`config.mk`:
```
export PLATFORM = sky130hd
export DESIGN_NAME = selective_repeat_receiver_core_flat
export DESIGN_NICKNAME = d
export VERILOG_FILES = /design/src/rtl/srr_pkg.sv /design/src/rtl/srr_req_if.sv /design/src/rtl/srr_rsp_if.sv /design/src/rtl/selective_repeat_receiver_core.sv /design/src/flat_wrapper.sv
export SDC_FILE = /design/constraint.sdc
export NUM_CORES = 2
export LEC_CHECK = 0
export ABC_AREA = 1
export BUFFER_PORTS_ARGS = -buffer_cell sky130_fd_sc_hd__buf_2
export CORE_UTILIZATION = 45
export DETAILED_ROUTE_END_ITERATION = 8
export PLACE_DENSITY = 0.69
export RECOVER_POWER = 25
export SLEW_MARGIN = 15
export SYNTH_ARGS = -nofsm -noshare
export SYNTH_HDL_FRONTEND = slang
export SYNTH_SLANG_ARGS = --single-unit
```
`constraint.sdc`:
```
create_clock -name clock -period 16.9 [get_ports clock]
set_clock_uncertainty 0.15 [all_clocks]
set_input_delay 2.535 -clock clock [delete_from_list [all_inputs] [get_ports clock]]
set_output_delay 2.535 -clock clock [all_outputs]
set_load 0.1 [all_outputs]
```
`src/rtl/srr_pkg.sv`:
```
`default_nettype none
package srr_pkg;

   localparam int WINDOW_SIZE_DEF = 6;
   localparam int SEQ_SPACE_DEF   = 12;

   localparam int WORD_W   = 32;
   localparam int WIDE_W   = 64;
   localparam int PAYLOAD_W = 2 * WIDE_W + WORD_W;

   localparam logic [WORD_W-1:0] ACK_PAD_SUM = 32'd960;

   localparam logic KIND_DELIVERY = 1'b0;
   localparam logic KIND_ACK      = 1'b1;

endpackage
`default_nettype wire

```
`src/rtl/srr_req_if.sv`:
```
`default_nettype none
interface srr_req_if import srr_pkg::*; ();
   logic                     valid;
   logic                     ready;
   logic signed [WORD_W-1:0] sequence_number;
   logic signed [WORD_W-1:0] ack_field;
   logic signed [WORD_W-1:0] packet_checksum;
   logic        [WIDE_W-1:0] payload_low;
   logic        [WIDE_W-1:0] payload_mid;
   logic        [WORD_W-1:0] payload_high;

   modport source (
      output valid, sequence_number, ack_field, packet_checksum,
             payload_low, payload_mid, payload_high,
      input  ready
   );
   modport sink (
      input  valid, sequence_number, ack_field, packet_checksum,
             payload_low, payload_mid, payload_high,
      output ready
   );
endinterface
`default_nettype wire

```
`src/rtl/srr_rsp_if.sv`:
```
`default_nettype none
interface srr_rsp_if import srr_pkg::*; ();
   logic                     valid;
   logic                     ready;
   logic                     kind;
   logic        [WIDE_W-1:0] out_payload_low;
   logic        [WIDE_W-1:0] out_payload_mid;
   logic        [WORD_W-1:0] out_payload_high;
   logic signed [WORD_W-1:0] ack_number;
   logic signed [WORD_W-1:0] ack_checksum;
   logic                     last;

   modport source (
      output valid, kind, out_payload_low, out_payload_mid, out_payload_high,
             ack_number, ack_checksum, last,
      input  ready
   );
   modport sink (
      input  valid, kind, out_payload_low, out_payload_mid, out_payload_high,
             ack_number, ack_checksum, last,
      output ready
   );
endinterface
`default_nettype wire

```
`src/rtl/selective_repeat_receiver_core.sv`:
```
// Steps: a request is taken in idle, its checksum is summed over the five payload words
// (four bytes a cycle), then one decide state chooses the ack and whether to hold or deliver.
// Then the in-order delivery and each held entry, read from the payload memory, go out
// through the output register, then the ack; a result that waits there stalls the block,
// and a new request is taken only once the ack of the last has been registered.
// Reset: synchronous; resets expected sequence and window bounds, clears all held flags.
`default_nettype none
module selective_repeat_receiver_core import srr_pkg::*; #(
   parameter int WINDOW_SIZE = WINDOW_SIZE_DEF,
   parameter int SEQ_SPACE   = SEQ_SPACE_DEF
) (
   input  wire        clock,
   input  wire        reset,
   srr_req_if.sink    req,
   srr_rsp_if.source  rsp
);

   localparam int SEQ_W   = (SEQ_SPACE > 1) ? $clog2(SEQ_SPACE) : 1;
   localparam int EXTRA_W = (WINDOW_SIZE > 1) ? $clog2(WINDOW_SIZE) : 1;
   localparam int WE_RST  = (WINDOW_SIZE - 1) % SEQ_SPACE;
   localparam int CHUNKS  = PAYLOAD_W / WORD_W;

   typedef enum logic [6:0] {
      ST_IDLE      = 7'b0000001,
      ST_SUM       = 7'b0000010,
      ST_DECIDE    = 7'b0000100,
      ST_DLV_FIRST = 7'b0001000,
      ST_CHAIN     = 7'b0010000,
      ST_DLV_HELD  = 7'b0100000,
      ST_ACK       = 7'b1000000
   } state_type;

   state_type                state_ff, state_in;
   logic [SEQ_W-1:0]         exp_ff, exp_in;
   logic [SEQ_W-1:0]         we_ff, we_in;
   logic [SEQ_W-1:0]         prev_ff, prev_in;
   logic [SEQ_SPACE-1:0]     held_ff, held_in;
   logic [EXTRA_W-1:0]       extra_ff, extra_in;
   logic [2:0]               cnt_ff, cnt_in;
   logic signed [WORD_W-1:0] seq_ff, seq_in;
   logic [WORD_W-1:0]        csum_ff, csum_in;
   logic [WORD_W-1:0]        sum_ff, sum_in;
   logic [WORD_W-1:0]        ack_ff, ack_in;
   logic [PAYLOAD_W-1:0]     pay_ff, pay_in;
   logic [PAYLOAD_W-1:0]     shift_ff, shift_in;

   logic                     rsp_valid_ff, rsp_valid_in;
   logic                     rsp_kind_ff, rsp_kind_in;
   logic [PAYLOAD_W-1:0]     rsp_pay_ff, rsp_pay_in;
   logic [WORD_W-1:0]        rsp_ack_ff, rsp_ack_in;
   logic [WORD_W-1:0]        rsp_csum_ff, rsp_csum_in;
   logic                     rsp_last_ff, rsp_last_in;

   logic [PAYLOAD_W-1:0]     held_mem [SEQ_SPACE];
   logic [PAYLOAD_W-1:0]     rd_data_ff;

   logic                     out_free;
   logic [WORD_W-1:0]        chunk_sum;
   logic [SEQ_W-1:0]         seq_idx;
   logic                     in_range;
   logic                     in_win;
   logic                     below_exp;
   logic                     good;
   logic                     hold_wr;
   logic                     chain_go;
   logic                     rd_en;
   logic                     dlv_fire;

   function automatic logic [SEQ_W-1:0] inc_mod(input logic [SEQ_W-1:0] x);
      return (x == SEQ_W'(SEQ_SPACE - 1)) ? '0 : x + 1'b1;
   endfunction

   assign out_free = !rsp_valid_ff || rsp.ready;

   assign chunk_sum = WORD_W'(signed'(shift_ff[7:0]))   + WORD_W'(signed'(shift_ff[15:8]))
                    + WORD_W'(signed'(shift_ff[23:16])) + WORD_W'(signed'(shift_ff[31:24]));

   assign seq_idx   = seq_ff[SEQ_W-1:0];
   assign in_range  = !seq_ff[WORD_W-1] && (seq_ff[WORD_W-2:0] < (WORD_W-1)'(SEQ_SPACE));
   assign in_win    = in_range && ((exp_ff <= we_ff) ? (seq_idx >= exp_ff && seq_idx <= we_ff)
                                                     : (seq_idx >= exp_ff || seq_idx <= we_ff));
   assign below_exp = seq_ff[WORD_W-1] || (seq_ff[WORD_W-2:0] < (WORD_W-1)'(exp_ff));
   assign good      = (sum_ff == csum_ff);
   assign hold_wr   = (state_ff == ST_DECIDE) && good && in_win
                    && (seq_idx != exp_ff) && !held_ff[seq_idx];
   assign chain_go  = (extra_ff < EXTRA_W'(WINDOW_SIZE - 1)) && held_ff[exp_ff];
   assign rd_en     = (state_ff == ST_CHAIN) && chain_go;
   assign dlv_fire  = out_free && ((state_ff == ST_DLV_FIRST) || (state_ff == ST_DLV_HELD));

   assign req.ready = (state_ff == ST_IDLE);

   always_comb begin
      state_in     = state_ff;
      exp_in       = exp_ff;
      we_in        = we_ff;
      prev_in      = prev_ff;
      held_in      = held_ff;
      extra_in     = extra_ff;
      cnt_in       = cnt_ff;
      seq_in       = seq_ff;
      csum_in      = csum_ff;
      sum_in       = sum_ff;
      ack_in       = ack_ff;
      pay_in       = pay_ff;
      shift_in     = shift_ff;
      rsp_valid_in = rsp_valid_ff;
      rsp_kind_in  = rsp_kind_ff;
      rsp_pay_in   = rsp_pay_ff;
      rsp_ack_in   = rsp_ack_ff;
      rsp_csum_in  = rsp_csum_ff;
      rsp_last_in  = rsp_last_ff;

      if (rsp_valid_ff && rsp.ready) begin
         rsp_valid_in = 1'b0;
      end

      unique case (state_ff)
         ST_IDLE: begin
            if (req.valid) begin
               seq_in   = req.sequence_number;
               csum_in  = req.packet_checksum;
               sum_in   = req.sequence_number + req.ack_field;
               pay_in   = {req.payload_high, req.payload_mid, req.payload_low};
               shift_in = {req.payload_high, req.payload_mid, req.payload_low};
               cnt_in   = '0;
               state_in = ST_SUM;
            end
         end
         ST_SUM: begin
            sum_in   = sum_ff + chunk_sum;
            shift_in = shift_ff >> WORD_W;
            cnt_in   = cnt_ff + 1'b1;
            if (cnt_ff == 3'(CHUNKS - 1)) begin
               state_in = ST_DECIDE;
            end
         end
         ST_DECIDE: begin
            if (good && in_win) begin
               ack_in = WORD_W'(seq_idx);
            end else if (good && below_exp) begin
               ack_in = seq_ff;
            end else begin
               ack_in = WORD_W'(prev_ff);
            end
            if (hold_wr) begin
               held_in[seq_idx] = 1'b1;
            end
            state_in = (good && in_win && seq_idx == exp_ff) ? ST_DLV_FIRST : ST_ACK;
         end
         ST_DLV_FIRST, ST_DLV_HELD: begin
            if (dlv_fire) begin
               rsp_valid_in    = 1'b1;
               rsp_kind_in     = KIND_DELIVERY;
               rsp_pay_in      = (state_ff == ST_DLV_FIRST) ? pay_ff : rd_data_ff;
               rsp_ack_in      = '0;
               rsp_csum_in     = '0;
               rsp_last_in     = 1'b0;
               held_in[exp_ff] = 1'b0;
               exp_in          = inc_mod(exp_ff);
               we_in           = inc_mod(we_ff);
               prev_in         = inc_mod(prev_ff);
               extra_in        = (state_ff == ST_DLV_FIRST) ? '0 : extra_ff + 1'b1;
               state_in        = ST_CHAIN;
            end
         end
         ST_CHAIN: begin
            // read of the next held entry is issued here, data lands next cycle
            state_in = chain_go ? ST_DLV_HELD : ST_ACK;
         end
         ST_ACK: begin
            if (out_free) begin
               rsp_valid_in = 1'b1;
               rsp_kind_in  = KIND_ACK;
               rsp_pay_in   = '0;
               rsp_ack_in   = ack_ff;
               rsp_csum_in  = ack_ff + ACK_PAD_SUM;
               rsp_last_in  = 1'b1;
               state_in     = ST_IDLE;
            end
         end
         default: begin
            state_in = ST_IDLE;
         end
      endcase
   end

   always_ff @(posedge clock) begin
      if (reset) begin
         state_ff     <= ST_IDLE;
         exp_ff       <= '0;
         we_ff        <= SEQ_W'(WE_RST);
         prev_ff      <= SEQ_W'(SEQ_SPACE - 1);
         held_ff      <= '0;
         extra_ff     <= '0;
         cnt_ff       <= '0;
         rsp_valid_ff <= 1'b0;
      end else begin
         state_ff     <= state_in;
         exp_ff       <= exp_in;
         we_ff        <= we_in;
         prev_ff      <= prev_in;
         held_ff      <= held_in;
         extra_ff     <= extra_in;
         cnt_ff       <= cnt_in;
         rsp_valid_ff <= rsp_valid_in;
      end
   end

   always_ff @(posedge clock) begin
      seq_ff      <= seq_in;
      csum_ff     <= csum_in;
      sum_ff      <= sum_in;
      ack_ff      <= ack_in;
      pay_ff      <= pay_in;
      shift_ff    <= shift_in;
      rsp_kind_ff <= rsp_kind_in;
      rsp_pay_ff  <= rsp_pay_in;
      rsp_ack_ff  <= rsp_ack_in;
      rsp_csum_ff <= rsp_csum_in;
      rsp_last_ff <= rsp_last_in;
   end

   // writes happen only in the decide cycle and reads only in the chain, so one
   // entry is never written and read in the same cycle
   always_ff @(posedge clock) begin
      if (hold_wr) begin
         held_mem[seq_idx] <= pay_ff;
      end
   end

   always_ff @(posedge clock) begin
      if (rd_en) begin
         rd_data_ff <= held_mem[exp_ff];
      end
   end

   assign rsp.valid            = rsp_valid_ff;
   assign rsp.kind             = rsp_kind_ff;
   assign rsp.out_payload_low  = rsp_pay_ff[WIDE_W-1:0];
   assign rsp.out_payload_mid  = rsp_pay_ff[2*WIDE_W-1:WIDE_W];
   assign rsp.out_payload_high = rsp_pay_ff[PAYLOAD_W-1:2*WIDE_W];
   assign rsp.ack_number       = rsp_ack_ff;
   assign rsp.ack_checksum     = rsp_csum_ff;
   assign rsp.last             = rsp_last_ff;

`ifndef NO_ASSERTIONS
   a_last_is_ack: assert property (@(posedge clock) disable iff (reset)
      rsp_valid_ff |-> (rsp_last_ff == (rsp_kind_ff == KIND_ACK)))
      else $error("last flag does not match ack kind");

   a_prev_tracks_exp: assert property (@(posedge clock) disable iff (reset)
      (prev_ff == SEQ_W'(SEQ_SPACE - 1)) ? (exp_ff == '0) : (exp_ff == prev_ff + 1'b1))
      else $error("previous sequence out of step with expected sequence");

   a_read_only_held: assert property (@(posedge clock) disable iff (reset)
      rd_en |-> held_ff[exp_ff])
      else $error("payload memory read of an entry not held");

   a_exp_moves_on_delivery: assert property (@(posedge clock) disable iff (reset)
      (exp_ff != $past(exp_ff)) |-> ($past(reset) || $past(dlv_fire)))
      else $error("expected sequence moved without a delivery");
`endif

endmodule
`default_nettype wire

```
`src/flat_wrapper.sv`:
```
// flat-port wrapper written by rule: the top's interface ports become plain ports
module selective_repeat_receiver_core_flat import srr_pkg::*;
#(
   parameter int WINDOW_SIZE = WINDOW_SIZE_DEF,
   parameter int SEQ_SPACE   = SEQ_SPACE_DEF
)
  (clock, reset, req_valid, req_sequence_number, req_ack_field, req_packet_checksum, req_payload_low, req_payload_mid, req_payload_high, req_ready, rsp_valid, rsp_kind, rsp_out_payload_low, rsp_out_payload_mid, rsp_out_payload_high, rsp_ack_number, rsp_ack_checksum, rsp_last, rsp_ready);
  srr_req_if req_i ();
  srr_rsp_if rsp_i ();
  input  wire clock;
  input  wire reset;
  input wire logic [$bits(req_i.valid)-1:0] req_valid;
  input wire logic [$bits(req_i.sequence_number)-1:0] req_sequence_number;
  input wire logic [$bits(req_i.ack_field)-1:0] req_ack_field;
  input wire logic [$bits(req_i.packet_checksum)-1:0] req_packet_checksum;
  input wire logic [$bits(req_i.payload_low)-1:0] req_payload_low;
  input wire logic [$bits(req_i.payload_mid)-1:0] req_payload_mid;
  input wire logic [$bits(req_i.payload_high)-1:0] req_payload_high;
  output wire logic [$bits(req_i.ready)-1:0] req_ready;
  output wire logic [$bits(rsp_i.valid)-1:0] rsp_valid;
  output wire logic [$bits(rsp_i.kind)-1:0] rsp_kind;
  output wire logic [$bits(rsp_i.out_payload_low)-1:0] rsp_out_payload_low;
  output wire logic [$bits(rsp_i.out_payload_mid)-1:0] rsp_out_payload_mid;
  output wire logic [$bits(rsp_i.out_payload_high)-1:0] rsp_out_payload_high;
  output wire logic [$bits(rsp_i.ack_number)-1:0] rsp_ack_number;
  output wire logic [$bits(rsp_i.ack_checksum)-1:0] rsp_ack_checksum;
  output wire logic [$bits(rsp_i.last)-1:0] rsp_last;
  input wire logic [$bits(rsp_i.ready)-1:0] rsp_ready;
  assign req_i.valid = req_valid;
  assign req_i.sequence_number = req_sequence_number;
  assign req_i.ack_field = req_ack_field;
  assign req_i.packet_checksum = req_packet_checksum;
  assign req_i.payload_low = req_payload_low;
  assign req_i.payload_mid = req_payload_mid;
  assign req_i.payload_high = req_payload_high;
  assign req_ready = req_i.ready;
  assign rsp_valid = rsp_i.valid;
  assign rsp_kind = rsp_i.kind;
  assign rsp_out_payload_low = rsp_i.out_payload_low;
  assign rsp_out_payload_mid = rsp_i.out_payload_mid;
  assign rsp_out_payload_high = rsp_i.out_payload_high;
  assign rsp_ack_number = rsp_i.ack_number;
  assign rsp_ack_checksum = rsp_i.ack_checksum;
  assign rsp_last = rsp_i.last;
  assign rsp_i.ready = rsp_ready;
  selective_repeat_receiver_core #(.WINDOW_SIZE(WINDOW_SIZE), .SEQ_SPACE(SEQ_SPACE)) u_core (.clock(clock), .reset(reset), .req(req_i), .rsp(rsp_i));
endmodule
```
==> results_dict.tcl <==
set metrics [dict create \
    rsz0062_at_grt "false" \
    worstPathRequired_ps 17310 \
    max_freq_mhz 165 \
    drt_pass1_iterations 7 \
    hold_viol_final 0 \
    ys_warn_count 0 \
    cts_post_setup_buffers_inserted 0 \
    gp_congestion 0.902 \
    ir_worst_vdd_v 0.000263 \
    cts_tree "done" \
    die_x_um 501 \
    setup-tns-final_ps 0 \
    synthTopCellsByArea "edfxtp_1 74%, o21ai_0 5.6%, nor2_1 5.3%" \
    die_area_um2 251000 \
    fill_cells 20500 \
    worstReg2RegStart "u_core.exp_ff[3]$_SDFFE_PP0P_" \
    syn_avg_cell_area_um2 12.5 \
    worst_pin_slew_ps 1190 \
    cp_max_fo 114 \
    worstPathCellList "buf_4 > inv_1 > ha_1 > nand2_1 > inv_1 > nand3_1 > inv_1 > nor2_1 > nand2_1 > nor2_1 > nand4_1 > nor3_2 > buf_12 > buf_4" \
    final_core_util 0.515 \
    cts_resized 0 \
    antenna_found_initial 47 \
    synth_top_area_share 0.737 \
    num_rows 182 \
    path_clk_slew_ps 60 \
    critPathLaunchType "flop" \
    drive_above_1_share 0.107 \
    slowest_delay_ps 880 \
    area_delta_synth_final_pct 13.4 \
    dp_cells 12300 \
    rr_worst_depth 14 \
    cts_hold_buf 0 \
    rr_endpoint "u_core.held_mem[8][147]$_DFFE_PP_" \
    regToRegSetupSlack_ps 10830 \
    synth_seq_cells 2785 \
    fin_crit_ps 6070 \
    async_reset_ff_frac 0 \
    drv_slew 0 \
    crit_path_end_kind "flop" \
    grt_pass1_wl_mm 472 \
    arrival_ps 6470 \
    synth_area_um2 112000 \
    slew_headroom 0.204 \
    synth_edf_count 2747 \
    grt_max_degree 273 \
    fin_crit_sh 0.359 \
    antenna_left 0 \
    first_iter_violations 10500 \
    crit_top_cell "inv_1" \
    ys_types 52 \
    multiInputGateArea_um2 25300 \
    detailed_place.area_um2 118000 \
    stdcell_count 12900 \
    synthFlopType "edfxtp_1" \
    dp_hpwl_mm 188 \
    drc 0 \
    cts_root_buf "clkbuf_16" \
    synth_commonest_cells "2747 x edfxtp_1, 1581 x nor2_1, 1255 x o21ai_0, 1247 x nand2_1, 481 x o22ai_1" \
    wl_per_cell_um 25.6 \
    setup_viol 0 \
    design_area_um2 127000 \
    syn_inst 8948 \
    syn_nets 9342 \
    synth_largest_area_cell "edfxtp_1" \
    crit_start "u_core.exp_ff[3]$_SDFFE_PP0P_" \
    num_io_pins 488 \
    powerDensity_nw_per_um2 166 \
    track_usage 0.256 \
    crit_type "flop to flop" \
    outcome "completed" \
    regArea_um2 83300 \
    fp.dieH_um 501 \
    slowest_stage "dfxtp_4" \
    grt_overflow 0 \
    hp-class "flop to flop" \
    yosysMostFrequentCell "edfxtp_1" \
    initial_core_util 0.454 \
    maxCapViolCount 0 \
    clock_sinks 2785 \
    viasPerCell 5.81 \
    cts_buffers 299 \
    drt_wl_total_mm 330 \
    clockBufferDepth 4 \
    vias 74800 \
    p_leak_nw 45.2 \
    first_global_vias 70900 \
    crit_end "u_core.held_mem[8][147]$_DFFE_PP_" \
    fin_nets 9730 \
    coreArea_um2 247000 \
    ys_seq_area_frac 0.744 \
    port_buffers 487 \
    cts_max_level 5 \
    clock_latency_ps 950 \
]
worst min-delay path by stage:
stage	startpoint	end	depth (start not counted)
2_1_floorplan	u_core.extra_ff[2]$_SDFFE_PP0P_	u_core.extra_ff[2]$_SDFFE_PP0P_	1
3_3_place_gp	u_core.extra_ff[2]$_SDFFE_PP0P_	u_core.extra_ff[2]$_SDFFE_PP0P_	1
3_5_place_dp	u_core.extra_ff[2]$_SDFFE_PP0P_	u_core.extra_ff[2]$_SDFFE_PP0P_	1
4_1_cts	u_core.extra_ff[2]$_SDFFE_PP0P_	u_core.extra_ff[2]$_SDFFE_PP0P_	1
5_1_grt	u_core.extra_ff[2]$_SDFFE_PP0P_	u_core.extra_ff[2]$_SDFFE_PP0P_	1
6_report	u_core.extra_ff[1]$_SDFFE_PP0P_	u_core.extra_ff[1]$_SDFFE_PP0P_	2
cell usage in the layout (no fill, tap or decap), types with 5 or more instances in the layout:
master / instances
o21a_1: 7
xor2_1: 24
clkbuf_1: 44
clkinv_1: 74
nor3_1: 24
buf_12: 15
diode_2: 27
o21ai_0: 1255
clkbuf_16: 310
a21o_1: 10
clkinv_2: 27
or2_2: 5
ha_1: 92
xnor2_1: 9
dfxtp_1: 35
nor3_2: 12
bufinv_16: 26
fa_1: 42
nand3_1: 232
nor2_4: 6
o211ai_1: 6
o22ai_1: 481
a31oi_1: 19
nand4_1: 24
inv_2: 7
o21bai_1: 17
buf_4: 75
buf_2: 487
nand2_1: 1244
edfxtp_1: 2747
a21boi_0: 8
nor2_1: 1576
inv_1: 390
inv_6: 8
clkinvlp_4: 13
a21oi_1: 134
routing by layer:
layer	vias to the layer above	part of all wire	track usage
met5	-	0.00035	0
met4	18	0.040	0.106
met3	622	0.12	0.0667
met2	4557	0.45	0.386
met1	36800	0.39	0.352
li1	32800	-	-
metrics by stage:
step                      power [mW]  hold slack (ps)  worst slack, ps
after floorplan                 13.0              273             2870
after global placement          14.8              293            10120
after detailed placement        14.8              324            10080
after CTS                       21.1              334            10820
after global routing            22.1              360            10580
final                           21.1              338            10830
cell families after synthesis:
family                     count (synthesis)  share of synthesized area
adders and majority gates                134                     0.0178
buffers and inverters                    894                     0.0317
DFF                                     2785                      0.744
and+or+nand+nor                         3151                      0.110
xor gates and xnor gates                  33                    0.00258
AOI/OAI and AO/OA                       1951                     0.0941
where the power goes:
| group | internal (mW) | switching [mW] | leakage, nW | total, mW |
|---|---|---|---|---|
| sequential | 8.47 | 0.506 | 25.1 | 8.97 |
| combinational | 1.70 | 4.07 | 15.5 | 5.77 |
| clock | 3.72 | 2.63 | 4.51 | 6.35 |
critical path: cells and delay by family, from the launching register on:
family	cells	cell delay [ps]
buffers and inverters	6	2730
AND/OR/NAND/NOR	7	1510
flip-flops	1	880
adder cells (fa/ha/maj)	1	360
cell type report:
cell class                 instances  area share
timing repair buffer             578      0.0262
tap                             3312      0.0326
sequential                      2785       0.656
multi-input combinational       5269       0.199
clock buffer                     354      0.0624
antenna                           27    0.000532
clock inverter                   150      0.0109
inverter                         403      0.0121
registers in the layout, indices dropped and copies added, names as in the netlist:
| name | flops |
|---|---|
| u_core.rsp.ack_number | 32 |
| u_core.rd_data_ff | 160 |
| u_core.pay_ff | 160 |
| u_core.ack_ff | 32 |
| u_core.rsp_pay_ff | 160 |
| u_core.csum_ff | 32 |
| u_core.exp_ff | 4 |
| u_core.cnt_ff | 3 |
| u_core.rsp.ack_checksum | 26 |
| u_core.seq_ff | 32 |
| u_core.rsp.kind | 1 |
| u_core.sum_ff | 32 |
| u_core.we_ff | 4 |
| u_core.held_ff | 12 |
| u_core.extra_ff | 3 |
| u_core.held_mem | 1920 |
| u_core.rsp.valid | 1 |
| u_core.state_ff | 7 |
| u_core.prev_ff | 4 |
| u_core.shift_ff | 160 |
(Power assumes the default switching activity.)
